`config.mk`:
```
export PLATFORM = sky130hd
export DESIGN_NAME = wevs_rank_cell
export DESIGN_NICKNAME = d
export VERILOG_FILES = /design/src/rtl/core/wevs_pkg.sv /design/src/rtl/core/wevs_rank_cell.sv
export SDC_FILE = /design/constraint.sdc
export NUM_CORES = 1
export LEC_CHECK = 0
export BUFFER_PORTS_ARGS = -buffer_cell sky130_fd_sc_hd__clkbuf_2
export CAP_MARGIN = 20
export CORE_UTILIZATION = 40
export CTS_CLUSTER_SIZE = 10
export DETAILED_ROUTE_END_ITERATION = 16
export PLACE_DENSITY = 0.72
export SYNTH_ARGS = -nofsm -noshare
export SYNTH_HDL_FRONTEND = slang
export SYNTH_SLANG_ARGS = --single-unit
```
`constraint.sdc`:
```
create_clock -name aclk -period 12.98 [get_ports aclk]
set_input_delay 3.894 -clock aclk [delete_from_list [all_inputs] [get_ports aclk]]
set_output_delay 3.894 -clock aclk [all_outputs]
set_load 0.02 [all_outputs]
```
`src/rtl/core/wevs_pkg.sv`:
```
`timescale 1ns / 1ps
package wevs_pkg;

    localparam int ID_W       = 16;
    localparam int IDLE_W     = 32;
    localparam int SIZE_W     = 40;
    localparam int SCORE_W    = 32;
    localparam int WGT_W      = 16;
    localparam int FRAC_W     = 17;
    localparam int DIV_STEP_W = 5;
    localparam int LIM_W      = 6;
    localparam int FLAG_W     = 6;
    localparam int CFG_IDX_W  = 3;
    localparam int CFG_DATA_W = 32;
    localparam int RESULT_CAP = 32;

    localparam logic [SCORE_W-1:0] ACTIVE_SCORE = 32'd655360;

    // flag bit positions inside a stored record
    localparam int F_ACTIVE  = 0;
    localparam int F_AUDIO   = 1;
    localparam int F_SESSION = 2;
    localparam int F_PINNED  = 3;
    localparam int F_UNSAVED = 4;
    localparam int F_DROPPED = 5;

    localparam logic [1:0] LVL_CRITICAL  = 2'd2;
    localparam logic [1:0] LVL_EMERGENCY = 2'd3;

    typedef enum logic [CFG_IDX_W-1:0] {
        REG_RECENCY_WEIGHT   = 3'd0,
        REG_SIZE_WEIGHT      = 3'd1,
        REG_PIN_BONUS        = 3'd2,
        REG_MEDIA_BONUS      = 3'd3,
        REG_GRACE_SECONDS    = 3'd4,
        REG_CRITICAL_LIMIT   = 3'd5,
        REG_KEEP_ALIVE_COUNT = 3'd6
    } cfg_reg_t;

    typedef struct packed {
        logic [ID_W-1:0]   entry_id;
        logic [IDLE_W-1:0] idle_seconds;
        logic [SIZE_W-1:0] size_bytes;
        logic              entry_active;
        logic              plays_audio;
        logic              has_session;
        logic              entry_pinned;
        logic              has_unsaved;
        logic              already_dropped;
        logic [1:0]        pressure_level;
        logic              last_entry;
    } in_item_t;

    typedef struct packed {
        logic [ID_W-1:0] victim_id;
        logic            victim_valid;
        logic            last_victim;
    } out_item_t;

    typedef struct packed {
        logic [ID_W-1:0]   id;
        logic [IDLE_W-1:0] idle;
        logic [SIZE_W-1:0] size;
        logic [FLAG_W-1:0] flags;
    } rec_t;

    typedef struct packed {
        logic [SCORE_W-1:0] score;
        logic [ID_W-1:0]    id;
    } rank_t;

    typedef struct packed {
        logic clear;
        logic ins;
        logic pop;
    } rank_ctl_t;

endpackage

```
`src/rtl/core/wevs_rank_cell.sv`:
```
`timescale 1ns / 1ps
module wevs_rank_cell (
    input  logic                aclk,
    input  logic                aresetn,
    input  wevs_pkg::rank_ctl_t ctl,
    input  wevs_pkg::rank_t     new_item,
    input  wevs_pkg::rank_t     prev_item,
    input  logic                prev_valid,
    input  logic                prev_keep,
    input  wevs_pkg::rank_t     next_item,
    input  logic                next_valid,
    output wevs_pkg::rank_t     item,
    output logic                valid,
    output logic                keep
);

    wevs_pkg::rank_t item_reg;
    logic            valid_reg;

    // equal scores stay ahead of the newcomer to keep load order
    assign keep = valid_reg && (item_reg.score <= new_item.score);

    always_ff @(posedge aclk) begin
        if (!aresetn) begin
            valid_reg <= 1'b0;
        end else if (ctl.clear) begin
            valid_reg <= 1'b0;
        end else if (ctl.ins && !keep) begin
            valid_reg <= prev_keep ? 1'b1 : prev_valid;
        end else if (ctl.pop) begin
            valid_reg <= next_valid;
        end
    end

    always_ff @(posedge aclk) begin
        if (ctl.ins && !keep) begin
            item_reg <= prev_keep ? new_item : prev_item;
        end else if (ctl.pop) begin
            item_reg <= next_item;
        end
    end

    assign item  = item_reg;
    assign valid = valid_reg;

endmodule

```
# Word level (Yosys, flattened, before mapping)
# Cells that the tools add are included.
totals:
  input_bits: 152
  wordCells: 16
  output_inout_bits: 50
  register_bits: 49
op_classes:
  n_lt_le_gt_ge: 1
  n_bitwise: 1
  n_mux: 6
  n_reduce_logical: 5
op_table:
  columns: ["operator", "count"]
  rows:
  - ["$mux W48", 3]
  - ["$le A32 B32 Y1", 1]
  - ["$mux W1", 3]
  - ["$logic_and A1 B1 Y1", 2]
  - ["$reduce_bool A2 Y1", 1]
  - ["$reduce_or A2 Y1", 1]
  - ["$logic_not A1 Y1", 1]
  - ["$not A1 Y1", 1]

# Logic depth before layout (Yosys ltp)
depth:
  depth_word: 5
  depth_mapped: 9
  ltp_nobuf: 8

# Least setup slack after synthesis
# No wires, ideal clock.
synth_path:
  kind: "input-to-output"
  startpoint: "input new_item[30] in the netlist's numbering"
  endpoint: "output keep"
  arrival_time_ns: 5.531
  slack_ns: 3.555
  cell_stages: 8
  t_required_ns: 9.086
  path_buffers: 0
  cell_sequence: "inv_1 > ha_1 > a21oi_1 > nand2_1 > a221o_1 > o31ai_4 > nand2_1 > a21oi_1"
synth_via:
  elab_chain_len: 2
synth_lines:
  columns: ["element", "line", "rtl"]
  rows:
  - ["start, declared", "wevs_rank_cell.sv:6", "input wevs_pkg::rank_t new_item,"]
  - ["$le A32 B32 Y1", "wevs_rank_cell.sv:21", "assign keep = valid_reg && (item_reg.score <= new_item.score);"]
  - ["$logic_and A1 B1 Y1", "wevs_rank_cell.sv:21", null]
  - ["end, declared", "wevs_rank_cell.sv:14", "output logic keep"]
# Every way passes these cells.

# Worst setup path after layout
layout_path:
  startpoint: "input new_item[21] in the netlist's numbering"
  endpoint: "output keep"
# The elaborated chain is that of the path after synthesis.

==> metrics.txt <==
status finished, final reports clean; post-cts resize count 0; adder-cell share of the synthesized area 0.105; share of layout cells above drive strength 1 0.660; port bufs 201; final setup violation count 0; Storage cell area 1460 µm²; Worst EP arrival 5.71 ns; Seq/Total Area, Yosys 0.383; final hold slack 0.685 ns; DRC Markers 0; Distinct cells, synth 33; die width 99.6 µm; Vias 2913; maximum vdd drop 0.0657 mV; pin count of the biggest net entering global routing 50; final cell count without fillers 611; Netlist Area Pre-Place 3810 µm²; Antenna diodes 0; clock network latency to the later pin of the worst-skew pair 0.30 ns; Num CTS Buffers 5; Worst Path Required 9.09 ns; DP Wirelength 7090 µm; Final ANT Viol Nets 0; synthesized area per cell 13.6 µm²; Slew headroom 0.376; flip-flop count of the largest register after layout 48; final wirelength 8800 µm; syn nets 464; top area cells in the synthesized netlist edfxtp_1, mux2_4, mux2_2, ha_1, inv_1; post-synthesis compound-gate area fraction 0.0522; fin. max-slew vios 0; total core area 9240 µm²; post-route cell area 5000 µm²; Yosys reg bits 49; fraction of registers with async set/reset 0; post-synthesis simple-gate area fraction 0.0620; post-synthesis mux area share 0.334; min Tclk post-route 9.60 ns; Longest Clk Path Bufs 2; area occupied by multi-input gates 2110 µm²; Startpoint Class primary input; clock-pin transition on the worst setup and hold timing paths 0.09 ns; Placer Congestion 0.739; top-level I/O count 202; pwr/cell area 94.5 nW/µm²; Synth top area share 0.378; Placed Area 4890 µm²; clk_skew 0.00786 ns; cts hold-fix bufs 0; most frequent cells in the layout clkbuf_2, mux2_2, mux2_4, edfxtp_1, inv_1; die area 9920 µm²; area delta synth->final 31.2%; ys flop type edfxtp_1; worst reg-to-reg path cell count 8; Congestion Overflow GR 0; # fillers 860; Final Cycle Share 0.740; Total GRT Usage 0.176; Least-Margin Pin Slew 0.936 ns; DR iter-0 viols 51; xor and xnor area share after synthesis 0; H-tree Lvls 2; RSZ-0062 raised after global routing no; CP Max Fanout 2; Die Ht 99.6 µm; placed cells 603; number of synthesized flops with an enable pin 48; clock sink count 49; drt wl/cell 14.4 µm; Hold Crit Depth 4; via/cell ratio 4.77; num rows 35; initial antenna violation count 0; main combinational cell family by area after synthesis multiplexers; CTS tree done; CTS root buf clkbuf_8; Starting Density 0.412; Final Util 0.541; Synth warnings 0; most common cell after layout, fill and taps aside clkbuf_2; Leak 2.55 nW; setup TNS 0 ns; critical path type primary input to primary output; Hold Crit Class register to register; CP Capture Type primary output; final hold violation count 0; DRT Pass-1 Iters 4; Setup Fix Bufs, Post-CTS 0; leading area contributor after synthesis edfxtp_1; first-pass GRT wire length 13700 µm; vias in the first global route 3027; Syn Inst Count 280; Max Cap Viol 0; Nets 665; fmax 104 MHz
-- worst paths after layout --
check	startpoint	endpoint	slack, ns
worst max-delay path	new_item[21]	keep	3.38
worst min-delay path	valid	valid	0.69
worst max register to register	item[29]	item[31]	9.76
worst min register to register	valid	valid	0.69
-- power by group --
part / internal, mW / switching, mW / total (mW)
clock: 0.0570 / 0.0520 / 0.109
sequential: 0.196 / 0.00818 / 0.204
combinational: 0.0802 / 0.0796 / 0.160
-- layout make-up --
type / instances / area share
Tap cell: 129 / 0.0323
Clock buffer: 6 / 0.0145
Multi-Input combinational cell: 188 / 0.421
Sequential cell: 49 / 0.292
Inverter: 33 / 0.0248
Timing Repair Buffer: 204 / 0.208
Clock inverter: 2 / 0.00676
-- cells in the mapped netlist, types with 2 or more instances --
| master | instances |
|---|---|
| mux2_2 | 48 |
| mux2_4 | 48 |
| o21ai_0 | 4 |
| nand4_4 | 2 |
| inv_1 | 33 |
| nand3_1 | 6 |
| nor3_4 | 2 |
| nor2b_1 | 2 |
| a221o_1 | 2 |
| nand4_2 | 2 |
| nand4_1 | 2 |
| a21oi_1 | 14 |
| nand2_1 | 8 |
| clkbuf_1 | 4 |
| ha_1 | 32 |
| buf_12 | 5 |
| a21o_1 | 3 |
| edfxtp_1 | 48 |
-- metal layers --
layer,global-route usage,wire [µm],vias to the layer above
met4,0.0486,140,0
li1,-,-,1447
met5,0,0,-
met3,0.0394,542,10
met1,0.199,3510,1343
met2,0.329,4610,113
-- cells by family (layout without fill, tap and decap cells) --
group | after synthesis | after routing
fa+ha+maj | 32 | 32
compound gates | 28 | 28
buf+inv | 43 | 245
mux | 97 | 97
simple gates | 31 | 31
flops | 49 | 49
-- worst max-delay path: stages --
cell and delay (ns):
clkbuf_2 0.10, inv_1 0.05, ha_1 0.30, a21oi_1 0.15
o21ai_0 0.13, a221o_1 0.38, o31ai_4 0.30, nand2_1 0.08
a21oi_1 0.12, clkbuf_2 0.20
-- through the flow --
stage | power, mW | setup WS, ns
after floorplan | 0.316 | 3.56
after global placement | 0.364 | 3.39
after detailed placement | 0.369 | 3.38
after CTS | 0.479 | 3.37
after global routing | 0.496 | 3.23
final | 0.473 | 3.38
(Power assumes the default switching activity.)
