$ cat config.mk
export PLATFORM = sky130hd
export DESIGN_NAME = wevs_div
export DESIGN_NICKNAME = d
export VERILOG_FILES = /design/src/rtl/core/wevs_pkg.sv /design/src/rtl/core/wevs_div.sv
export SDC_FILE = /design/constraint.sdc
export NUM_CORES = 1
export LEC_CHECK = 0
export CAP_MARGIN = 0
export CORE_UTILIZATION = 39
export CTS_BUF_LIST = sky130_fd_sc_hd__clkbuf_4 sky130_fd_sc_hd__clkbuf_8 sky130_fd_sc_hd__clkbuf_16
export DETAILED_ROUTE_END_ITERATION = 7
export DONT_BUFFER_PORTS = 1
export GPL_TIMING_DRIVEN = 0
export PLACE_DENSITY = 0.56
export SLEW_MARGIN = 20
export SYNTH_ARGS = -nofsm -noshare
export SYNTH_HDL_FRONTEND = slang
export SYNTH_SLANG_ARGS = --single-unit
$ cat constraint.sdc
create_clock -name aclk -period 3.8 [get_ports aclk]
set_clock_uncertainty 0.2 [all_clocks]
set_input_delay 0.57 -clock aclk [delete_from_list [all_inputs] [get_ports aclk]]
set_output_delay 0.57 -clock aclk [all_outputs]
set_load 0.005 [all_outputs]
$ cat src/rtl/core/wevs_pkg.sv
`timescale 1ns / 1ps
package wevs_pkg;

    localparam int ID_W       = 16;
    localparam int IDLE_W     = 32;
    localparam int SIZE_W     = 40;
    localparam int SCORE_W    = 32;
    localparam int WGT_W      = 16;
    localparam int FRAC_W     = 17;
    localparam int DIV_STEP_W = 5;
    localparam int LIM_W      = 6;
    localparam int FLAG_W     = 6;
    localparam int CFG_IDX_W  = 3;
    localparam int CFG_DATA_W = 32;
    localparam int RESULT_CAP = 32;

    localparam logic [SCORE_W-1:0] ACTIVE_SCORE = 32'd655360;

    // flag bit positions inside a stored record
    localparam int F_ACTIVE  = 0;
    localparam int F_AUDIO   = 1;
    localparam int F_SESSION = 2;
    localparam int F_PINNED  = 3;
    localparam int F_UNSAVED = 4;
    localparam int F_DROPPED = 5;

    localparam logic [1:0] LVL_CRITICAL  = 2'd2;
    localparam logic [1:0] LVL_EMERGENCY = 2'd3;

    typedef enum logic [CFG_IDX_W-1:0] {
        REG_RECENCY_WEIGHT   = 3'd0,
        REG_SIZE_WEIGHT      = 3'd1,
        REG_PIN_BONUS        = 3'd2,
        REG_MEDIA_BONUS      = 3'd3,
        REG_GRACE_SECONDS    = 3'd4,
        REG_CRITICAL_LIMIT   = 3'd5,
        REG_KEEP_ALIVE_COUNT = 3'd6
    } cfg_reg_t;

    typedef struct packed {
        logic [ID_W-1:0]   entry_id;
        logic [IDLE_W-1:0] idle_seconds;
        logic [SIZE_W-1:0] size_bytes;
        logic              entry_active;
        logic              plays_audio;
        logic              has_session;
        logic              entry_pinned;
        logic              has_unsaved;
        logic              already_dropped;
        logic [1:0]        pressure_level;
        logic              last_entry;
    } in_item_t;

    typedef struct packed {
        logic [ID_W-1:0] victim_id;
        logic            victim_valid;
        logic            last_victim;
    } out_item_t;

    typedef struct packed {
        logic [ID_W-1:0]   id;
        logic [IDLE_W-1:0] idle;
        logic [SIZE_W-1:0] size;
        logic [FLAG_W-1:0] flags;
    } rec_t;

    typedef struct packed {
        logic [SCORE_W-1:0] score;
        logic [ID_W-1:0]    id;
    } rank_t;

    typedef struct packed {
        logic clear;
        logic ins;
        logic pop;
    } rank_ctl_t;

endpackage

$ cat src/rtl/core/wevs_div.sv
`timescale 1ns / 1ps
module wevs_div (
    input  logic                            aclk,
    input  logic                            aresetn,
    input  logic                            start,
    input  logic [wevs_pkg::SIZE_W-1:0]     dividend,
    input  logic [wevs_pkg::SIZE_W-1:0]     divisor,
    output logic                            busy,
    output logic                            done,
    output logic [wevs_pkg::FRAC_W-1:0]     quotient
);

    logic                              busy_reg;
    logic                              done_reg;
    logic [wevs_pkg::DIV_STEP_W-1:0]   step_reg;
    logic [wevs_pkg::SIZE_W:0]         rem_reg;
    logic [wevs_pkg::SIZE_W-1:0]       div_reg;
    logic [wevs_pkg::FRAC_W-1:0]       quo_reg;
    logic [wevs_pkg::SIZE_W:0]         trial;
    logic                              ge;
    logic [wevs_pkg::SIZE_W-1:0]       rest;

    // clamp: a value above the largest gives a zero fraction
    assign rest  = (dividend <= divisor) ? (divisor - dividend) : '0;
    assign trial = (step_reg == '0) ? rem_reg : {rem_reg[wevs_pkg::SIZE_W-1:0], 1'b0};
    assign ge    = (trial >= {1'b0, div_reg});

    always_ff @(posedge aclk) begin
        if (!aresetn) begin
            busy_reg <= 1'b0;
            done_reg <= 1'b0;
            step_reg <= '0;
        end else begin
            done_reg <= !start && busy_reg &&
                        (step_reg == wevs_pkg::DIV_STEP_W'(wevs_pkg::FRAC_W - 1));
            if (start) begin
                busy_reg <= 1'b1;
                step_reg <= '0;
            end else if (busy_reg) begin
                step_reg <= step_reg + wevs_pkg::DIV_STEP_W'(1);
                if (step_reg == wevs_pkg::DIV_STEP_W'(wevs_pkg::FRAC_W - 1)) begin
                    busy_reg <= 1'b0;
                end
            end
        end
    end

    always_ff @(posedge aclk) begin
        if (start) begin
            rem_reg <= {1'b0, rest};
            div_reg <= divisor;
            quo_reg <= '0;
        end else if (busy_reg) begin
            rem_reg <= ge ? (trial - {1'b0, div_reg}) : trial;
            quo_reg <= {quo_reg[wevs_pkg::FRAC_W-2:0], ge};
        end
    end

    assign busy     = busy_reg;
    assign done     = done_reg;
    assign quotient = quo_reg;

endmodule

After elaboration in Yosys (flattened, before gate mapping):

Cells that the tools add are included.

* flip-flop bits (word level): 105
* output and inout port bits: 19
* bits of input ports: 83

* $add $sub $neg: 3
* reductions and logical operators: 6
* equality and inequality tests: 1
* multiplexer cells: 8
* $lt $le $gt $ge: 2
* bitwise logic cells: 1

Operator list (count)
* 40-bit two-way mux: 3
* 41-bit two-way mux: 2
* 41-bit by 40-bit greater-or-equal comparator with 1-bit output: 1
* 41-bit by 40-bit subtractor with 41-bit output: 1
* 40-bit less-or-equal comparator: 1
* 40-bit subtractor: 1
* 5-bit by 1-bit adder with 5-bit output, second input constant: 1
* 5-bit equality test, second input constant: 1
* 5-bit logical NOT: 1
* 1-bit two-way mux: 3
* 1-bit logical AND: 2
* 2-bit nonzero test: 1
* 2-bit OR reduction: 1
* 1-bit logical NOT: 1
* 1-bit inverter: 1

Longest topological paths before layout:

Gate-level depths: netlist of the first run.

* depth in word-level cells: 6
* mapped depth: 18
* gate-level depth less buffers: 15

Worst setup path after synthesis of the first run:

Ideal clock, no wire load.

* path kind: register -> register
* from: reg step_reg[0] (netlist name)
* to: reg rem_reg[23] (netlist name), data pin
* cell stages (with the launch flop): 17
* library setup time: 0.273 ns
* path slack: -0.389 ns
* data required time: 3.327 ns
* arrival: 3.717 ns
* cell sequence: dfxtp_1 > inv_1 > ha_1 > nor4b_2 > clkbuf_1 > mux2_2 > ha_1 > a21oi_1 > a21oi_1 > o21ai_0 > a21oi_1 > or3_1 > a21bo_2 > buf_4 > buf_2 > mux2i_1 > o22ai_1

* word-level cells in the longest chain between the ends: 6

RTL lines
* start: declaration: line wevs_div.sv:15 `logic [wevs_pkg::DIV_STEP_W-1:0] step_reg;`
* start signal: assignment: line wevs_div.sv:40 `step_reg <= step_reg + wevs_pkg::DIV_STEP_W'(1);`
* 5-bit logical NOT (*): line wevs_div.sv:25 `assign trial = (step_reg == '0) ? rem_reg : {rem_reg[wevs_pkg::SIZE_W-1:0], 1'b0};`
* 41-bit two-way mux (*): line wevs_div.sv:25
* 41-bit by 40-bit subtractor with 41-bit output / 41-bit by 40-bit greater-or-equal comparator with 1-bit output (equally long branches): line wevs_div.sv:54, wevs_div.sv:26
* 41-bit two-way mux (*): line wevs_div.sv:54 `rem_reg <= ge ? (trial - {1'b0, div_reg}) : trial;`
* 40-bit two-way mux (*): line wevs_div.sv:53 `end else if (busy_reg) begin`
* 40-bit two-way mux (*): line wevs_div.sv:49 `if (start) begin`
* end signal: assignment: line wevs_div.sv:50 `rem_reg <= {1'b0, rest};`
* end signal: assignment: line wevs_div.sv:54
* end: declaration: line wevs_div.sv:16 `logic [wevs_pkg::SIZE_W:0] rem_reg;`

Every way passes the cells marked *; elsewhere a longest branch is shown, timed or not. The select of a mux whose other input is x is not followed.
A chain may end at the register's enable or synchronous reset.

Worst setup path in the final report of the first run:

* from: reg step_reg[0] (netlist name)
* to: reg rem_reg[9] (netlist name), data pin

Same word-level chain as after synthesis.

==> results.py, run 1 <==
metrics = {
    "global_route": {
        "via_count_of_the_first_global_routing_pass": 8323,
        "number_of_antenna_violations_at_the_first_check_in_global_routing": 0,
        "grt_max_degree": 42,
        "gr-total-overflow": 0,
        "grt_pass1_wl_um": 45670,
        "grtUsageTotal": 0.2297,
    },
    "cells_and_area": {
        "fin_nets": 1322,
        "finalNonFillerCells": 1484,
        "mostFrequentLayoutCell": "sky130_fd_sc_hd__inv_1",
        "fillers": 2257,
        "areaGrowthSynthToFinish_pct": 26.23,
        "sequential_cell_area_sq_um": 2905,
        "antenna_cells": 0,
        "largest_register_ffs": 41,
        "postLayoutCoreUtil": 0.5001,
        "layout.cells.most_common_list": "sky130_fd_sc_hd__inv_1, sky130_fd_sc_hd__edfxtp_1, sky130_fd_sc_hd__nand2_1",
        "drive_above_1_share": 0.2690,
        "area_of_combinational_cells_with_multiple_inputs_sq_um": 7044,
    },
    "clocking": {
        "cts_sinks": 105,
        "cts_made_buffers": 9,
        "cts_tree": "built",
        "cts_root_buf": "sky130_fd_sc_hd__clkbuf_16",
        "clock_insertion_delay_worst_skew_ns": 0.37,
        "clock_tree.buffer_depth": 2,
        "cts_hold_repair.buffers": 0,
        "cts_htree_levels": 3,
        "clk_pin_slew_worst_paths_ns": 0.09,
    },
    "min_path": {
        "min_from": "divisor[29]",
        "hold_path_depth": 0,
        "hold_path.class": "in2reg",
        "holdPathEnd": "div_reg[29]",
    },
    "die": {
        "io-pin-count": 102,
        "site_row_count": 57,
        "fp.dieH_um": 158.9,
        "initial_core_util": 0.3962,
        "core_area_sq_um": 24250,
        "fp.dieW_um": 158.9,
        "die_area_sq_um": 25260,
    },
    "routing": {
        "routed-wl-met2_um": 13330,
        "vias_cell": 5.656,
        "detail_route.drc_violations": 0,
        "route.detailed.wl_per_inst_um": 19.86,
        "totalWireLength_um": 29470,
        "met1_length_um": 14010,
        "vias": 8394,
        "route.met3.wl_um": 1348,
        "top_signal_layer_used": "met4",
        "route.antenna.remaining_nets": 0,
        "detail_route.first_pass.iterations": 5,
        "initialDrtViolationCount": 515,
    },
    "setup_path": {
        "crit-reg2reg-capture": "rem_reg[9]",
        "start_kind": "flip-flop",
        "reg2reg_slack_ns": -0.27,
        "worst_setup_path_end_kind": "flip-flop",
        "regToRegStartpoint": "step_reg[0]",
        "reg2reg_depth": 21,
        "timing.setup.critical_path_class": "reg2reg",
        "critical_path_required_ns": 3.72,
        "arrival_time_at_the_worst_endpoint_ns": 3.99,
        "critical_path_fanout_max": 6,
    },
    "synth": {
        "synth_largest_area_cell": "sky130_fd_sc_hd__edfxtp_1",
        "yosys_register_bits": 105,
        "postSynth.topFlopCell": "sky130_fd_sc_hd__edfxtp_1",
        "netlist_area_sq_um": 9607,
        "synth_cells": 1083,
        "mean_area_per_synthesized_cell_sq_um": 8.870,
        "ys_seq_area_frac": 0.3022,
        "synth_edf_count": 80,
        "synthesis.nets": 1250,
        "synth.top_cells.by_area": "sky130_fd_sc_hd__edfxtp_1, sky130_fd_sc_hd__ha_1, sky130_fd_sc_hd__dfxtp_1",
        "yosysWarnings": 0,
        "synth_async_sr_flop_share": 0,
        "yosysUniqueCellTypes": 78,
        "synth_top_area_frac": 0.2501,
    },
    "timing": {
        "grt_setup_unrepaired": "true",
        "timing.final.crit_period_ns": 4.067,
        "worstMarginPinSlew_ns": 0.8009,
        "timing.final.hold_violations": 0,
        "finalSetupTns_ns": -7.962,
        "finalMaxSlewViolations": 0,
        "setup_viol": 42,
        "final.period_utilization": 1.070,
        "holdWs_ns": 0.08365,
        "slew-limit-headroom": 0.4661,
        "postLayoutSetupSlackWorst_ns": -0.2667,
        "maxClockFrequency_ghz": 0.2459,
    },
    "place": {
        "place.detailed.instances": 1408,
        "count_of_buffers_from_port_buffering": 0,
        "place_hpwl_um": 21240,
        "gp_routability_congestion": 0.8998,
    },
    "run": {
        "maxCapViolCount": 0,
    },
    "power_and_ir_drop": {
        "cellPowerDensity_nw_per_um2": 678.0,
        "worst_ir_drop_vdd_uv": 338.0,
        "power_leakage_nw": 5.060,
        "power_total_mw": 8.222,
    },
    "outcome": {
        "failed_checks": "negative setup slack",
        "outcome": "finished with violations",
    },
}
[layer usage]
metal  GRT usage  vias up
met2      0.3638      223
met1      0.3202     4015
met3     0.03490       41
met4     0.07474        0
li1            -     4115
met5           0        -
[worst max-delay path, cell delays in order (launching register included)]
cell and delay (ns):
sky130_fd_sc_hd__dfxtp_2 0.33, sky130_fd_sc_hd__inv_2 0.06, sky130_fd_sc_hd__ha_4 0.13, sky130_fd_sc_hd__nor4b_4 0.20, sky130_fd_sc_hd__buf_6 0.18, sky130_fd_sc_hd__clkbuf_16 0.17
sky130_fd_sc_hd__buf_12 0.14, sky130_fd_sc_hd__mux2i_4 0.24, sky130_fd_sc_hd__inv_2 0.08, sky130_fd_sc_hd__ha_4 0.24, sky130_fd_sc_hd__nand3b_1 0.16, sky130_fd_sc_hd__a21oi_2 0.10
sky130_fd_sc_hd__o21ai_2 0.19, sky130_fd_sc_hd__a21oi_2 0.09, sky130_fd_sc_hd__or3_4 0.34, sky130_fd_sc_hd__a21bo_4 0.26, sky130_fd_sc_hd__buf_4 0.14, sky130_fd_sc_hd__buf_8 0.13
sky130_fd_sc_hd__buf_6 0.12, sky130_fd_sc_hd__nor2_4 0.07, sky130_fd_sc_hd__a21oi_2 0.03, sky130_fd_sc_hd__a32o_1 0.21
[report_power, final]
part	internal (mW)	total [mW]	switching (mW)
Clock	0.475	1.01	0.533
Combinational	2.70	5.55	2.85
Sequential	1.55	1.66	0.114
Total	4.72	8.22	3.50
[cell usage after synthesis, drive strengths merged, types with 2 or more instances]
| master | n |
|---|---|
| o21bai | 15 |
| and3 | 11 |
| o31a | 3 |
| o21ai | 56 |
| a31oi | 11 |
| edfxtp | 80 |
| a31o | 2 |
| nor3 | 18 |
| nor4 | 7 |
| o41ai | 2 |
| nand3 | 16 |
| o2111ai | 4 |
| mux2i | 50 |
| or2 | 4 |
| a221o | 4 |
| a2111oi | 2 |
| or3 | 5 |
| buf | 28 |
| nand2b | 9 |
| fa | 2 |
| a21o | 34 |
| o211ai | 7 |
| a41oi | 3 |
| and2 | 4 |
| o21a | 15 |
| o22ai | 31 |
| a21boi | 2 |
| o31ai | 2 |
| nand3b | 3 |
| a221oi | 3 |
| mux2 | 43 |
| nand4 | 21 |
| xnor2 | 43 |
| ha | 82 |
| nand2 | 82 |
| nor2b | 12 |
| o221ai | 5 |
| a21oi | 82 |
| dfxtp | 25 |
| clkbuf | 19 |
| inv | 106 |
| nor2 | 71 |
| a211oi | 15 |
| xor2 | 27 |
| nor3b | 4 |
[per-stage QoR]
stage / instance area (sq um) / setup WS [ns]
finish: 12130 / -0.2667
floorplan: 9804 / -0.007963
global placement: 10210 / -0.6550
global route: 12130 / -0.3827
detailed placement: 10240 / -0.6228
CTS: 11750 / -0.2523
[worst max-delay path by stage]
stage / depth (start not counted) / slack (ns) / to / from
2_1_floorplan: 17 / -0.008 / rem_reg[38] / step_reg[0]
3_3_place_gp: 17 / -0.65 / rem_reg[31] / step_reg[0]
3_5_place_dp: 17 / -0.62 / rem_reg[29] / step_reg[0]
4_1_cts: 19 / -0.25 / rem_reg[6] / step_reg[1]
5_1_grt: 18 / -0.38 / rem_reg[23] / step_reg[0]
6_report: 21 / -0.27 / rem_reg[9] / step_reg[0]
[timing repair]
| item | in CTS | in global routing |
|---|---|---|
| cloned | 7 | 0 |
| endpoints found under the setup margin | 42 | 42 |
| pin swaps | 37 | 48 |
| resized for setup | 151 | 75 |
| setup buffers | 42 | 19 |
[cells by family (layout without fill, tap and decap cells)]
kind of cell,Yosys count,in the layout,share of synthesized area
AO/OA/AOI/OAI,306,306,0.2128
AND/OR/NAND/NOR,272,272,0.1422
buffers and inverters,153,230,0.06551
flip-flops,105,105,0.3022
multiplexers,93,93,0.1025
adder cells (fa/ha/maj),84,84,0.1110
XOR/XNOR,70,70,0.06382
[final cells by class]
cell class                 instances  share of cell area
clock inverter                     7            0.006500
timing repair buffer              64             0.05241
clock buffer                       9             0.01857
buffer                            44             0.03560
tap                              324             0.03343
multi-input combinational        825              0.5809
inverter                         106             0.03302
sequential                       105              0.2396
No activity file was read; power rests on OpenSTA's default activity.
==> run 2: changes to the inputs <==
--- a/config.mk
+++ b/config.mk
@@ -13,3 +13,3 @@
 export GPL_TIMING_DRIVEN = 0
-export PLACE_DENSITY = 0.56
+export PLACE_DENSITY = 0.54
 export SLEW_MARGIN = 20
==> constraint.sdc (replaced) <==
create_clock -name aclk -period 4.8 [get_ports aclk]
set_clock_uncertainty 0.2 [all_clocks]
set_input_delay 1.44 -clock aclk [delete_from_list [all_inputs] [get_ports aclk]]
set_output_delay 1.44 -clock aclk [all_outputs]
set_load 0.005 [all_outputs]
==> results.py, run 2 (synthesis gave the netlist of run 1 again) <==
metrics = {
    "outcome": {
        "outcome": "finished with violations",
        "failed_checks": "design-rule violations",
    },
    "routing": {
        "vias": 7918,
        "initialDrtViolationCount": 473,
        "route.antenna.remaining_nets": 0,
        "routed-wl-met2_um": 11920,
        "top_signal_layer_used": "met4",
        "met1_length_um": 13330,
        "route.detailed.wl_per_inst_um": 18.90,
        "detail_route.drc_violations": 2,
        "vias_cell": 5.553,
        "totalWireLength_um": 26950,
        "detail_route.first_pass.iterations": 7,
        "route.met3.wl_um": 1284,
    },
    "power_and_ir_drop": {
        "cellPowerDensity_nw_per_um2": 491.4,
        "worst_ir_drop_vdd_uv": 168.3,
        "power_leakage_nw": 4.479,
        "power_total_mw": 5.123,
    },
    "place": {
        "place_hpwl_um": 21030,
        "count_of_buffers_from_port_buffering": 0,
        "preCtsSetupSlack_ns": -0.6730,
        "place.detailed.instances": 1408,
        "gp_routability_congestion": 0.8941,
    },
    "timing": {
        "maxClockFrequency_ghz": 0.2132,
        "finalMaxSlewViolations": 0,
        "timing.final.hold_violations": 0,
        "final.period_utilization": 0.9769,
        "postLayoutSetupSlackWorst_ns": 0.1107,
        "worstMarginPinSlew_ns": 0.7269,
        "setup_viol": 0,
        "slew-limit-headroom": 0.5154,
        "timing.final.crit_period_ns": 4.689,
    },
    "clocking": {
        "clock_tree.buffer_depth": 2,
        "cts_tree": "built",
        "cts_made_buffers": 9,
        "cts_htree_levels": 3,
        "clock_insertion_delay_worst_skew_ns": 0.37,
        "cts_sinks": 105,
        "clk_pin_slew_worst_paths_ns": 0.08,
        "cts_root_buf": "sky130_fd_sc_hd__clkbuf_16",
        "cts_hold_repair.buffers": 0,
    },
    "setup_path": {
        "worst_setup_path_end_kind": "flip-flop",
        "critical_path_sink": "rem_reg[38]",
        "cp_slowest_stage_delay_ns": 0.48,
        "arrival_time_at_the_worst_endpoint_ns": 4.59,
        "crit-reg2reg-capture": "rem_reg[38]",
        "setup.worst_path.start": "divisor[0]",
        "reg2reg_depth": 18,
        "critical_path_fanout_max": 10,
        "timing.setup.critical_path_class": "in2reg",
        "critical_path.slowest_cell": "sky130_fd_sc_hd__a2111oi_4",
        "reg2reg_slack_ns": 0.25,
        "start_kind": "primary input",
        "regToRegStartpoint": "step_reg[0]",
        "crit_chain": "inv_1 -> ha_1 -> inv_1 -> fa_1 -> a21o_1 -> a221o_1 -> a2111oi_4 -> nor3_4 -> o21ai_1 -> a221o_1 -> buf_6 -> buf_2 -> o221ai_1",
        "critical_path_required_ns": 4.70,
    },
    "cells_and_area": {
        "finalNonFillerCells": 1426,
        "largest_register_ffs": 41,
        "drive_above_1_share": 0.1134,
        "antenna_cells": 0,
        "mostFrequentLayoutCell": "sky130_fd_sc_hd__inv_1",
        "fin_nets": 1264,
        "areaGrowthSynthToFinish_pct": 8.530,
        "layout.cells.most_common_list": "sky130_fd_sc_hd__inv_1, sky130_fd_sc_hd__ha_1, sky130_fd_sc_hd__nand2_1",
    },
    "min_path": {
        "hold_path.class": "reg2reg",
        "hold_path_depth": 2,
        "min_from": "rem_reg[40]",
    },
    "die": {
        "io-pin-count": 102,
        "fp.dieH_um": 158.9,
        "initial_core_util": 0.3962,
        "site_row_count": 57,
        "fp.dieW_um": 158.9,
        "die_area_sq_um": 25260,
        "core_area_sq_um": 24250,
    },
    "global_route": {
        "grt_max_degree": 42,
        "grt_pass1_wl_um": 42600,
        "number_of_antenna_violations_at_the_first_check_in_global_routing": 0,
        "gr-total-overflow": 0,
        "via_count_of_the_first_global_routing_pass": 7819,
        "grtUsageTotal": 0.2142,
    },
    "run": {
        "maxCapViolCount": 0,
    },
}
==> run 2: changes by cell type in the layout (fill, tap and decap cells not counted), sizes merged <==
cell	previous run	this run
buf	92	32
clkbuf	25	27
==> run 2: layer usage <==
layer / vias to the layer above / global-route usage
met3: 24 / 0.03621
met2: 198 / 0.3357
li1: 3983 / -
met4: 0 / 0.05245
met1: 3713 / 0.3057
met5: - / 0
==> run 2: worst min-delay path by stage <==
stage	end	slack [ns]
2_1_floorplan	quotient[16]	0.29
3_3_place_gp	rem_reg[40]	0.31
3_5_place_dp	rem_reg[40]	0.31
4_1_cts	rem_reg[40]	0.33
5_1_grt	rem_reg[40]	0.36
6_report	rem_reg[40]	0.33
==> run 2: per-stage QoR <==
| stage | utilization | area (sq um) | TNS, ns | hold WS [ns] |
|---|---|---|---|---|
| floorplan | - | 9607 | 0 | 0.2854 |
| global placement | 0.4129 | 10010 | -19.86 | 0.3085 |
| detailed placement | 0.4141 | 10040 | -20.47 | 0.3083 |
| CTS | 0.4284 | 10390 | 0 | 0.3252 |
| global route | 0.4300 | 10430 | -0.02328 | 0.3618 |
| finish | 0.4300 | 10430 | 0 | 0.3268 |
==> run 2: worst max-delay path: cells and delay by family <==
| family | cells | cell delay (ns) |
|---|---|---|
| AOI/OAI and AO/OA | 6 | 1.86 |
| buffers and inverters | 4 | 0.59 |
| adders and majority gates | 2 | 0.55 |
| and+or+nand+nor | 1 | 0.14 |
==> run 2: area by class of cell <==
class	count	area [sq um]
Buffer	46	281.5
Tap cell	324	405.4
Timing Repair Buffer	4	50.05
Clock inverter	7	68.82
Clock buffer	9	225.2
Inverter	106	397.9
Sequential cell	105	2903
Fill cell	2486	13820
Multi-Input combinational cell	825	6095
==> run 2: power by group <==
part	switching, mW	internal (mW)	leakage (nW)	total, mW
Sequential	0.0839	1.22	1.02	1.31
Combinational	1.76	1.29	3.32	3.05
Clock	0.399	0.370	0.146	0.769
Total	2.24	2.88	4.48	5.12
==> run 2: timing repair <==
action                     CTS  global route
resized for setup           15             8
setup buffers                0             3
setup endpoints to repair   42            38
pin swaps                    0             1
==> run 3: changes to the inputs <==
Settings changed: CORE_UTILIZATION 39 to 52, PLACE_DENSITY 0.54 to 0.68.
==> results.py, run 3 (synthesis gave the netlist of run 1 again) <==
metrics = {
    "clocking": {
        "cts_made_buffers": 9,
        "cts_root_buf": "sky130_fd_sc_hd__clkbuf_16",
        "clk_pin_slew_worst_paths_ns": 0.08,
        "cts_htree_levels": 3,
        "cts_sinks": 105,
        "cts_tree": "built",
        "clock_tree.buffer_depth": 2,
        "cts_hold_repair.buffers": 0,
        "clock_insertion_delay_worst_skew_ns": 0.38,
    },
    "die": {
        "site_row_count": 49,
        "initial_core_util": 0.5330,
        "fp.dieH_um": 137.9,
        "die_area_sq_um": 19020,
        "io-pin-count": 102,
        "fp.dieW_um": 137.9,
        "core_area_sq_um": 18020,
    },
    "cells_and_area": {
        "fillers": 1672,
        "antenna_cells": 0,
        "largest_register_ffs": 41,
        "fin_nets": 1259,
        "mostFrequentLayoutCell": "sky130_fd_sc_hd__inv_1",
        "areaGrowthSynthToFinish_pct": 6.902,
        "area_of_combinational_cells_with_multiple_inputs_sq_um": 6106,
        "stdcell_area_sq_um": 10270,
        "layout.cells.most_common_list": "sky130_fd_sc_hd__inv_1, sky130_fd_sc_hd__ha_1, sky130_fd_sc_hd__nand2_1",
        "postLayoutCoreUtil": 0.5698,
        "sequential_cell_area_sq_um": 2903,
        "drive_above_1_share": 0.1139,
    },
    "global_route": {
        "grt_max_degree": 42,
        "grtUsageTotal": 0.2682,
        "via_count_of_the_first_global_routing_pass": 7394,
        "grt_pass1_wl_um": 38610,
        "gr-total-overflow": 0,
        "number_of_antenna_violations_at_the_first_check_in_global_routing": 0,
    },
    "routing": {
        "vias_cell": 6.060,
        "route.detailed.wl_per_inst_um": 19.02,
        "detail_route.first_pass.iterations": 7,
        "vias": 8035,
        "route.antenna.remaining_nets": 0,
        "initialDrtViolationCount": 570,
        "detail_route.drc_violations": 0,
        "totalWireLength_um": 25220,
    },
    "timing": {
        "holdWs_ns": 0.3302,
        "postLayoutSetupSlackWorst_ns": 0.2303,
        "final.period_utilization": 0.9520,
        "timing.final.crit_period_ns": 4.570,
        "finalMaxSlewViolations": 0,
        "grt_setup_unrepaired": "false",
        "timing.final.hold_violations": 0,
        "setup_viol": 0,
        "maxClockFrequency_ghz": 0.2188,
        "worstMarginPinSlew_ns": 0.6732,
        "slew-limit-headroom": 0.5512,
    },
    "setup_path": {
        "critical_path_required_ns": 4.71,
        "timing.setup.critical_path_class": "in2reg",
        "worst_setup_path_end_kind": "flip-flop",
        "critical_path_fanout_max": 10,
        "arrival_time_at_the_worst_endpoint_ns": 4.48,
        "start_kind": "primary input",
        "reg2reg_slack_ns": 0.23,
    },
    "power_and_ir_drop": {
        "switching_power_share_of_the_total": 0.4364,
        "power_total_mw": 5.101,
        "internal_power_mw": 2.875,
        "worst_ir_drop_vdd_uv": 261.9,
        "pwr-share-clk": 0.150,
        "power.combinational.fraction": 0.593,
        "power.net_switching_mw": 2.226,
        "power_frac_seq": 0.257,
        "cellPowerDensity_nw_per_um2": 496.7,
        "power_leakage_nw": 4.458,
    },
    "place": {
        "postPlaceCellArea_sq_um": 9923,
        "preCtsSetupSlack_ns": -0.5686,
        "place_hpwl_um": 19340,
        "gp_routability_congestion": 0.9409,
        "count_of_buffers_from_port_buffering": 0,
    },
    "run": {
        "maxCapViolCount": 0,
    },
    "min_path": {
        "hold_path.class": "reg2reg",
    },
    "outcome": {
        "outcome": "completed",
    },
}
run 3: changes by cell type in the layout (fill, tap and decap cells not counted):
cell                       previous run  this run
sky130_fd_sc_hd__buf_6                4         3
sky130_fd_sc_hd__a31oi_2              0         1
sky130_fd_sc_hd__o21ai_2              1         2
sky130_fd_sc_hd__clkbuf_8             4         1
sky130_fd_sc_hd__o31ai_1              1         0
sky130_fd_sc_hd__o31ai_2              1         2
sky130_fd_sc_hd__clkbuf_1            12         9
sky130_fd_sc_hd__a31oi_1             10         9
sky130_fd_sc_hd__o21ai_1             13        12
sky130_fd_sc_hd__buf_4                7         9
sky130_fd_sc_hd__a21oi_2              3         2
sky130_fd_sc_hd__a21oi_1             79        80
run 3: critical path: stages:
cell and delay, ns:
sky130_fd_sc_hd__inv_1 0.03, sky130_fd_sc_hd__ha_1 0.16, sky130_fd_sc_hd__inv_1 0.05, sky130_fd_sc_hd__fa_1 0.39
sky130_fd_sc_hd__a21o_1 0.20, sky130_fd_sc_hd__a221o_1 0.43, sky130_fd_sc_hd__a2111oi_4 0.53, sky130_fd_sc_hd__nor3_4 0.13
sky130_fd_sc_hd__o21ai_2 0.25, sky130_fd_sc_hd__a221o_1 0.21, sky130_fd_sc_hd__buf_6 0.17, sky130_fd_sc_hd__buf_2 0.31
sky130_fd_sc_hd__o221ai_1 0.17
run 3: stage by stage:
stage	instances	setup TNS, ns
after global routing	1326	0
after global placement	1312	-15.73
after detailed placement	1313	-16.26
after floorplan	1083	0
after CTS	1329	0
final	1326	0
run 3: layout make-up:
| cell class | count | share of cell area |
|---|---|---|
| Sequential cell | 105 | 0.2827 |
| Tap cell | 229 | 0.02790 |
| Buffer | 43 | 0.02412 |
| Inverter | 106 | 0.03874 |
| Clock inverter | 7 | 0.006701 |
| Timing Repair Buffer | 2 | 0.003411 |
| Multi-Input combinational cell | 825 | 0.5945 |
| Clock buffer | 9 | 0.02193 |
run 3: worst paths after layout:
path | from | endpoint | depth (start not counted)
max | divisor[0] | rem_reg[38] | 13
min | rem_reg[40] | rem_reg[40] | 2
max reg2reg | step_reg[0] | rem_reg[22] | 17
min reg2reg | rem_reg[40] | rem_reg[40] | 2
run 3: power groups by stage:
stage               Sequential, mW  Combinational, mW  Clock [mW]
floorplan                     1.29               2.35           0
global placement              1.32               2.90           0
detailed placement            1.32               2.92           0
CTS                           1.31               2.96       0.779
global route                  1.32               3.33       0.803
finish                        1.31               3.02       0.768
run 3: repair_timing:
action	CTS	global route
endpoints found under the setup margin	42	39
gates resized for setup	11	13
pin swaps	0	0
setup buffers	0	1
gates cloned	0	0
run 3: layer usage:
| metal | up-vias | wire length [um] | global-route usage |
|---|---|---|---|
| met1 | 3769 | 11990 | 0.3738 |
| met5 | - | 0 | 0 |
| li1 | 3976 | - | - |
| met2 | 263 | 11250 | 0.4208 |
| met4 | 0 | 398 | 0.07911 |
| met3 | 27 | 1584 | 0.04861 |
